$ cat src/sv/pfrgb_pkg.sv
// Shared types and channel widening functions for the pixel format converter
package pfrgb_pkg;

    typedef enum logic [2:0] {
        FMT_RGB888   = 3'd0,
        FMT_RGBA8888 = 3'd1,
        FMT_ARGB8888 = 3'd2,
        FMT_RGB565   = 3'd3,
        FMT_RGBA4444 = 3'd4,
        FMT_RGBA5551 = 3'd5
    } t_src_fmt;

    typedef enum logic [0:0] {
        CFG_SRC_FORMAT     = 1'b0,
        CFG_DST_WITH_ALPHA = 1'b1
    } t_cfg_index;

    localparam logic [7:0] CHAN_MAX = 8'd255;

    typedef struct packed {
        logic [7:0] alpha;
        logic [7:0] blue;
        logic [7:0] green;
        logic [7:0] red;
    } t_rgba;

    // v*255/31 = 8v + floor(7v/31)
    function automatic logic [7:0] widen5(input logic [4:0] v);
        logic [2:0] corr;
        corr = 3'(v >= 5'd5)  + 3'(v >= 5'd9)  + 3'(v >= 5'd14) + 3'(v >= 5'd18)
             + 3'(v >= 5'd23) + 3'(v >= 5'd27) + 3'(v >= 5'd31);
        return {v, 3'b000} + {5'd0, corr};
    endfunction

    // v*255/63 = 4v + floor(v/21)
    function automatic logic [7:0] widen6(input logic [5:0] v);
        logic [1:0] corr;
        corr = 2'(v >= 6'd21) + 2'(v >= 6'd42) + 2'(v >= 6'd63);
        return {v, 2'b00} + {6'd0, corr};
    endfunction

    // v*255/15 = 17v
    function automatic logic [7:0] widen4(input logic [3:0] v);
        return {v, v};
    endfunction

    function automatic logic [7:0] widen1(input logic v);
        return {8{v}};
    endfunction

endpackage

$ cat src/sv/pfrgb_unpack.sv
// Source format decode and channel widening to 8 bits
module pfrgb_unpack (
    input  logic [31:0]         i_src_pixel,
    input  pfrgb_pkg::t_src_fmt i_src_format,
    output pfrgb_pkg::t_rgba    o_pix,
    output logic                o_fmt_ok
);
    import pfrgb_pkg::*;

    always_comb begin
        o_pix    = '0;
        o_fmt_ok = 1'b1;
        case (i_src_format)
            FMT_RGB888: begin
                o_pix.red   = i_src_pixel[23:16];
                o_pix.green = i_src_pixel[15:8];
                o_pix.blue  = i_src_pixel[7:0];
                o_pix.alpha = CHAN_MAX;
            end
            FMT_RGBA8888: begin
                o_pix.red   = i_src_pixel[31:24];
                o_pix.green = i_src_pixel[23:16];
                o_pix.blue  = i_src_pixel[15:8];
                o_pix.alpha = i_src_pixel[7:0];
            end
            FMT_ARGB8888: begin
                o_pix.alpha = i_src_pixel[31:24];
                o_pix.red   = i_src_pixel[23:16];
                o_pix.green = i_src_pixel[15:8];
                o_pix.blue  = i_src_pixel[7:0];
            end
            FMT_RGB565: begin
                o_pix.red   = widen5(i_src_pixel[15:11]);
                o_pix.green = widen6(i_src_pixel[10:5]);
                o_pix.blue  = widen5(i_src_pixel[4:0]);
                o_pix.alpha = CHAN_MAX;
            end
            FMT_RGBA4444: begin
                o_pix.red   = widen4(i_src_pixel[15:12]);
                o_pix.green = widen4(i_src_pixel[11:8]);
                o_pix.blue  = widen4(i_src_pixel[7:4]);
                o_pix.alpha = widen4(i_src_pixel[3:0]);
            end
            FMT_RGBA5551: begin
                o_pix.red   = widen5(i_src_pixel[15:11]);
                o_pix.green = widen5(i_src_pixel[10:6]);
                o_pix.blue  = widen5(i_src_pixel[5:1]);
                o_pix.alpha = widen1(i_src_pixel[0]);
            end
            default: begin
                o_fmt_ok = 1'b0;
            end
        endcase
    end

endmodule

$ cat src/sv/pfrgb_premul.sv
// Output formatting: RGBA8888 pass-through, alpha-premultiplied RGB888, or zero on a bad format
module pfrgb_premul (
    input  pfrgb_pkg::t_rgba i_pix,
    input  logic             i_fmt_ok,
    input  logic             i_with_alpha,
    output pfrgb_pkg::t_rgba o_pix
);
    import pfrgb_pkg::*;

    // floor(x/255) for any x up to 65279, which covers every 8x8 product
    function automatic logic [7:0] div255(input logic [15:0] x);
        logic [16:0] t;
        logic [16:0] s;
        t = {1'b0, x} + 17'd1;
        s = t + {8'd0, t[16:8]};
        return s[15:8];
    endfunction

    logic [15:0] w_red_a;
    logic [15:0] w_green_a;
    logic [15:0] w_blue_a;

    assign w_red_a   = i_pix.red   * i_pix.alpha;
    assign w_green_a = i_pix.green * i_pix.alpha;
    assign w_blue_a  = i_pix.blue  * i_pix.alpha;

    always_comb begin
        if (!i_fmt_ok) begin
            o_pix = '0;
        end else if (i_with_alpha) begin
            o_pix = i_pix;
        end else begin
            o_pix.red   = div255(w_red_a);
            o_pix.green = div255(w_green_a);
            o_pix.blue  = div255(w_blue_a);
            o_pix.alpha = 8'd0;
        end
    end

endmodule

$ cat src/sv/pixel_format_to_rgb_rgba.sv
// Top level of the pixel format converter to RGBA8888 / premultiplied RGB888
//
// Converts one source pixel per clock while the output is taken, with no
// state between pixels. The pixel lands in an input register, then format
// decode, channel widening, the 8x8 premultiply and the divide by 255 run in
// one pass into the output register. The input register refills whenever it
// is empty or the output register moves on, so the input stalls only when
// both registers are full and the output transaction is not taken. The
// source format and alpha mode registers are sampled as each pixel is
// converted, so change them only while the stream is empty.
module pixel_format_to_rgb_rgba (
    input  logic        i_clk,
    input  logic        i_rst_n,
    input  logic        i_cfg_wr_en,
    input  logic        i_cfg_index,
    input  logic [2:0]  i_cfg_data,
    input  logic        i_s_tvalid,
    output logic        o_s_tready,
    input  logic [31:0] i_s_tdata,    // [31:0] src_pixel
    input  logic        i_s_tlast,
    output logic        o_m_tvalid,
    input  logic        i_m_tready,
    output logic [31:0] o_m_tdata,    // [7:0] red, [15:8] green, [23:16] blue, [31:24] alpha
    output logic        o_m_tlast
);
    import pfrgb_pkg::*;

    t_src_fmt    r_src_format;
    logic        r_with_alpha;

    logic        r_v1;
    logic [31:0] r_px1;
    logic        r_last1;

    logic        r_v2;
    t_rgba       r_out;
    logic        r_last2;

    logic        w_en1;
    logic        w_en2;
    t_rgba       w_unpacked;
    logic        w_fmt_ok;
    t_rgba       n_out;

    always_ff @(posedge i_clk) begin
        if (!i_rst_n) begin
            r_src_format <= FMT_RGB888;
            r_with_alpha <= 1'b1;
        end else if (i_cfg_wr_en) begin
            unique case (t_cfg_index'(i_cfg_index))
                CFG_SRC_FORMAT:     r_src_format <= t_src_fmt'(i_cfg_data);
                CFG_DST_WITH_ALPHA: r_with_alpha <= i_cfg_data[0];
                default:            r_with_alpha <= r_with_alpha;
            endcase
        end
    end

    assign w_en2      = !r_v2 || i_m_tready;
    assign w_en1      = !r_v1 || w_en2;
    assign o_s_tready = w_en1;

    always_ff @(posedge i_clk) begin
        if (!i_rst_n) begin
            r_v1 <= 1'b0;
        end else if (w_en1) begin
            r_v1 <= i_s_tvalid;
        end
    end

    always_ff @(posedge i_clk) begin
        if (w_en1 && i_s_tvalid) begin
            r_px1   <= i_s_tdata;
            r_last1 <= i_s_tlast;
        end
    end

    pfrgb_unpack u_unpack (
        .i_src_pixel  (r_px1),
        .i_src_format (r_src_format),
        .o_pix        (w_unpacked),
        .o_fmt_ok     (w_fmt_ok)
    );

    pfrgb_premul u_premul (
        .i_pix        (w_unpacked),
        .i_fmt_ok     (w_fmt_ok),
        .i_with_alpha (r_with_alpha),
        .o_pix        (n_out)
    );

    always_ff @(posedge i_clk) begin
        if (!i_rst_n) begin
            r_v2 <= 1'b0;
        end else if (w_en2) begin
            r_v2 <= r_v1;
        end
    end

    always_ff @(posedge i_clk) begin
        if (w_en2 && r_v1) begin
            r_out   <= n_out;
            r_last2 <= r_last1;
        end
    end

    assign o_m_tvalid = r_v2;
    assign o_m_tdata  = r_out;
    assign o_m_tlast  = r_last2;

endmodule

$ cat config.mk
export PLATFORM = sky130hd
export DESIGN_NAME = pixel_format_to_rgb_rgba
export DESIGN_NICKNAME = d
export VERILOG_FILES = /design/src/sv/pfrgb_pkg.sv /design/src/sv/pfrgb_unpack.sv /design/src/sv/pfrgb_premul.sv /design/src/sv/pixel_format_to_rgb_rgba.sv
export SDC_FILE = /design/constraint.sdc
export NUM_CORES = 1
export LEC_CHECK = 0
export BUFFER_PORTS_ARGS = -buffer_cell sky130_fd_sc_hd__buf_2
export CAP_MARGIN = 25
export CORE_ASPECT_RATIO = 0.8
export CORE_MARGIN = 5
export CORE_UTILIZATION = 45
export CTS_BUF_LIST = sky130_fd_sc_hd__clkbuf_2 sky130_fd_sc_hd__clkbuf_4 sky130_fd_sc_hd__clkbuf_8
export DETAILED_ROUTE_END_ITERATION = 10
export GPL_TIMING_DRIVEN = 0
export SYNTH_ARGS = -nofsm -noshare
export SYNTH_HDL_FRONTEND = slang
export SYNTH_HIERARCHICAL = 1
export SYNTH_SLANG_ARGS = --single-unit
$ cat constraint.sdc
create_clock -name i_clk -period 18.45 [get_ports i_clk]
set_input_delay 3.69 -clock i_clk [delete_from_list [all_inputs] [get_ports i_clk]]
set_output_delay 3.69 -clock i_clk [all_outputs]
set_load 0.01 [all_outputs]
---- Word level (Yosys, flattened, before mapping) ----
Cells that the tools add are included.
storage, ports and cells
  register bits ........................... 72
  bits of input ports ..................... 42
  logic and storage cells ................. 102
cells by class
  $add $sub $neg .......................... 37
  $mul .................................... 3
  magnitude comparators ................... 31
  equality and inequality tests ........... 5
  mux-type cells .......................... 3
  bitwise logic cells ..................... 1
  reductions and logical operators ........ 11
operators with widths
  operator                 count
  $pmux W32 S6             1
  $ge A5 B5 Y1 const B     16
  $add A3 B1 Y3            20
  $add A16 B1 Y17 const B  3
  $add A16 B9 Y16          3
  $mul A8 B8 Y16           3
  $ge A5 B4 Y1 const B     8
  $add A8 B3 Y8            4
  $mux W24                 1
  $ge A5 B3 Y1 const B     4
  $ge A6 B6 Y1 const B     2
  $add A1 B1 Y2            5
  $add A8 B2 Y8            1
  $eq A3 B2 Y1 const B     2
  $eq A3 B3 Y1 const B     2
  $ge A6 B5 Y1 const B     1
  $reduce_and A2 Y1        3
  $reduce_or A6 Y1         1
  $eq A3 B1 Y1 const B     1
  $logic_not A3 Y1         1
  $add A2 B1 Y2            1
  $logic_and A1 B1 Y1      2
  $logic_not A1 Y1         2
  $logic_or A1 B1 Y1       2
  other kinds (2)          2

---- Depth between registers and ports, before layout ----
  depth after elaboration ................. 13
  mapped depth ............................ 37

---- By module ----
The synthesis kept the hierarchy.
modules (own cells, without submodules)
  module                    times used  cells an instance  area each (um2)  sequential area each (um2)
  pfrgb_premul              1           1048               8618.3           0.0
  pixel_format_to_rgb_rgba  1           93                 2238.4           2102.0
  pfrgb_unpack              1           262                1849.3           0.0

---- Worst setup path before layout ----
No wires, ideal clock.
  path type ............................... register -> register
  start ................................... register r_px1[12]
  end ..................................... register r_out (netlist bit o_m_tdata[2]) (data pin)
  library setup time ...................... 0.261 ns
  data arrival time ....................... 8.988 ns
  path slack .............................. 9.202 ns
  stages on the path, launching flop included .. 34
  buffers on the path ..................... 1
  period minus slack after synthesis ...... 9.248 ns
  path through ............................ edfxtp_1 > clkbuf_1 > o21a_1 > nor3_1 > fa_1 > fa_1 > fa_1 > fa_1 > a211oi_1 > a2bb2oi_1 > nand2_1 > fa_1 > fa_1 > inv_1 > fa_1 > inv_1 > fa_1 > inv_1 > ha_1 > a21o_1 > a21o_1 > a221oi_2 > a21oi_1 > xnor2_1 > inv_1 > ha_1 > a221oi_1 > o31a_1 > a211oi_1 > o211ai_1 > a32oi_2 > a21oi_1 > nor3b_1 > o311a_1
RTL lines
  element                   RTL line                         text
  start: declaration        pixel_format_to_rgb_rgba.sv:32   logic [31:0] r_px1;
  start signal: assignment  pixel_format_to_rgb_rgba.sv:72   r_px1 <= i_s_tdata;
  end signal: assignment    pixel_format_to_rgb_rgba.sv:101  r_out <= n_out;
  end: declaration          pixel_format_to_rgb_rgba.sv:36   t_rgba r_out;

==> flow_summary.yaml <==
critical_path:
  critical_path.startpoint_type: "flop"
  worst-path-max-fanout: 10
  crit_required_ns: 18.72
  path_common_cell: "fa_1"
  cp-end-kind: "flop"
  path_class: "flop to flop"
  crit_arrival_ns: 10.93
  slowest_delay_ns: 0.77
  cp_slowest_cell: "a2bb2oi_1"
  rr_worst_depth: 33
clocking:
  cts_tree: "yes"
  cts_resized: 0
  insertion_delay_ns: 0.39
  post-cts-setup-buffers: 0
  numCtsBuffers: 9
  clock_path_buffers: 2
  cts_max_level: 3
  root_buffer: "clkbuf_8"
  cts_sinks: 72
  cts_hold_buf: 0
  clk_pin_slew_worst_paths_ns: 0.10
synth:
  yosys.area.top_type_share: 0.195
  syn_area_sq_um: 12700
  yosysMostFrequentCell: "inv_1"
  synth.area.top_cells: "fa_1, edfxtp_1, ha_1, and2_1, inv_1"
  synth_area_leader_cell: "fa_1"
  ys_async_sr_fraction: 0
  syn_area_per_cell_sq_um: 9.06
  syn-num-nets: 1722
  synth_cell_type_count: 92
  synth_ff_type: "edfxtp_1"
  ys_warn_count: 6
  syn_inst: 1403
  ys_seq_area_frac: 0.165
  synth_commonest_cells: "inv_1, and2_1, ha_1, fa_1, nand2_1"
  synth_seq_cells: 72
  synth_edf_count: 66
worst_hold_path:
  min_path_type: "flop to flop"
  hold_depth: 0
floorplanning:
  core_area_sq_um: 28100
  num_io_pins: 77
  rows: 55
  die_w_um: 198
  die_y_um: 160
  initial_core_util: 0.453
  die_area_sq_um: 31700
routing:
  ant_nets: 0
  dr.pass1.iters: 7
  drc: 0
  vias_per_cell: 5.64
  wl_per_cell_um: 18.9
  routed_wl_mm: 35.3
  initialDrtViolationCount: 678
  vias: 10558
global_route:
  grt_use_total: 0.227
  grt-ovfl-total: 0
  grt_pass1_wl_mm: 57.7
  grt_pass1_vias: 10568
  grt_max_degree: 33
  antenna_found_initial: 0
finish:
  layout-drive-gt1-share: 0.103
  finalNetCount: 1816
  diodes: 0
  final_area_sq_um: 13800
  syn_to_final_growth_pct: 8.98
  fin_cells: 1872
sta:
  whs_ns: 0.428
  slew_violations: 0
  period_share: 0.578
  hold_violations: 0
  fin_worst_skew_ns: 0.0167
  final-setup-viol-count: 0
  rsz0062_at_grt: "no"
  worst_pin_slew_ns: 1.32
  setup-tns-final_ns: 0
  max_freq_ghz: 0.0937
  period_needed_ns: 10.67
  slew-limit-headroom: 0.120
run:
  max-cap-violations: 0
place:
  dp.cells: 1853
  hpwl_mm: 28.8
  portBuffers: 75
  dpl-instance-area_sq_um: 13600
  gp_congestion: 0.941
run_status:
  status: "finished, final reports clean"
state kept, by name, summed over array words and instances, names as in the netlist:
name,flops
r_src_format,3
r_v1,1
o_m_tvalid,1
r_px1,32
r_with_alpha,1
o_m_tlast,1
r_last1,1
o_m_tdata,32
path summary, 6_finish.rpt:
path                                          start                endpoint  slack (ns)
worst max-delay path            r_px1[12]$_DFFE_PP_  o_m_tdata[6]$_DFFE_PP_        7.78
worst min-delay path              r_last1$_DFFE_PP_     o_m_tlast$_DFFE_PP_        0.43
worst max register to register  r_px1[12]$_DFFE_PP_  o_m_tdata[6]$_DFFE_PP_        7.78
worst min register to register    r_last1$_DFFE_PP_     o_m_tlast$_DFFE_PP_        0.43
cells by family after synthesis:
| family | Yosys count | share of synthesized area |
|---|---|---|
| fa+ha+maj | 277 | 0.346 |
| flops | 72 | 0.165 |
| buf+inv | 246 | 0.0770 |
| compound gates | 297 | 0.169 |
| xor+xnor | 42 | 0.0312 |
| simple gates | 448 | 0.194 |
| mux | 21 | 0.0169 |
critical path, delay by kind of cell, from the launching register on:
kind	cells	cell delay, ns
compound gates	12	3.16
xor+xnor	1	0.50
fa+ha+maj	10	4.73
buf+inv	5	0.67
flops	1	0.34
simple gates	5	1.12
area by class of cell:
| type | count | area, sq um |
|---|---|---|
| repair buffers | 83 | 458 |
| fillers | 2747 | 14200 |
| multi-input cells | 1085 | 9650 |
| clock inverters | 7 | 72.6 |
| clock buffers | 9 | 124 |
| plain buffers | 63 | 292 |
| well taps | 370 | 463 |
| flip-flops and latches | 72 | 2100 |
| inverters | 183 | 687 |
metrics by stage:
stage / utilization / setup WS (ns)
detailed placement: 0.486 / 7.87
CTS: 0.493 / 7.84
finish: 0.493 / 7.78
global route: 0.493 / 7.20
global placement: 0.482 / 7.95
floorplan: - / 9.20
cell usage in the layout, fill, tap and decap left out, types with 50 or more instances in the layout:
| cell | instances |
|---|---|
| inv_1 | 183 |
| and2_1 | 168 |
| ha_1 | 153 |
| fa_1 | 124 |
| buf_2 | 90 |
| nand2_1 | 79 |
| edfxtp_1 | 66 |
| nor2_1 | 63 |
| o21ai_0 | 52 |
| a21oi_1 | 50 |
per-layer routing:
layer,vias up,track usage,part of all wire
met5,-,0,0
met1,5166,0.332,0.48
li1,5032,-,-
met4,0,0.0441,0.015
met2,326,0.354,0.44
met3,34,0.0409,0.062
Power is left out: the tool's default activity adds up to more than one toggle a clock period on the data nets, which glitch-free logic cannot reach.
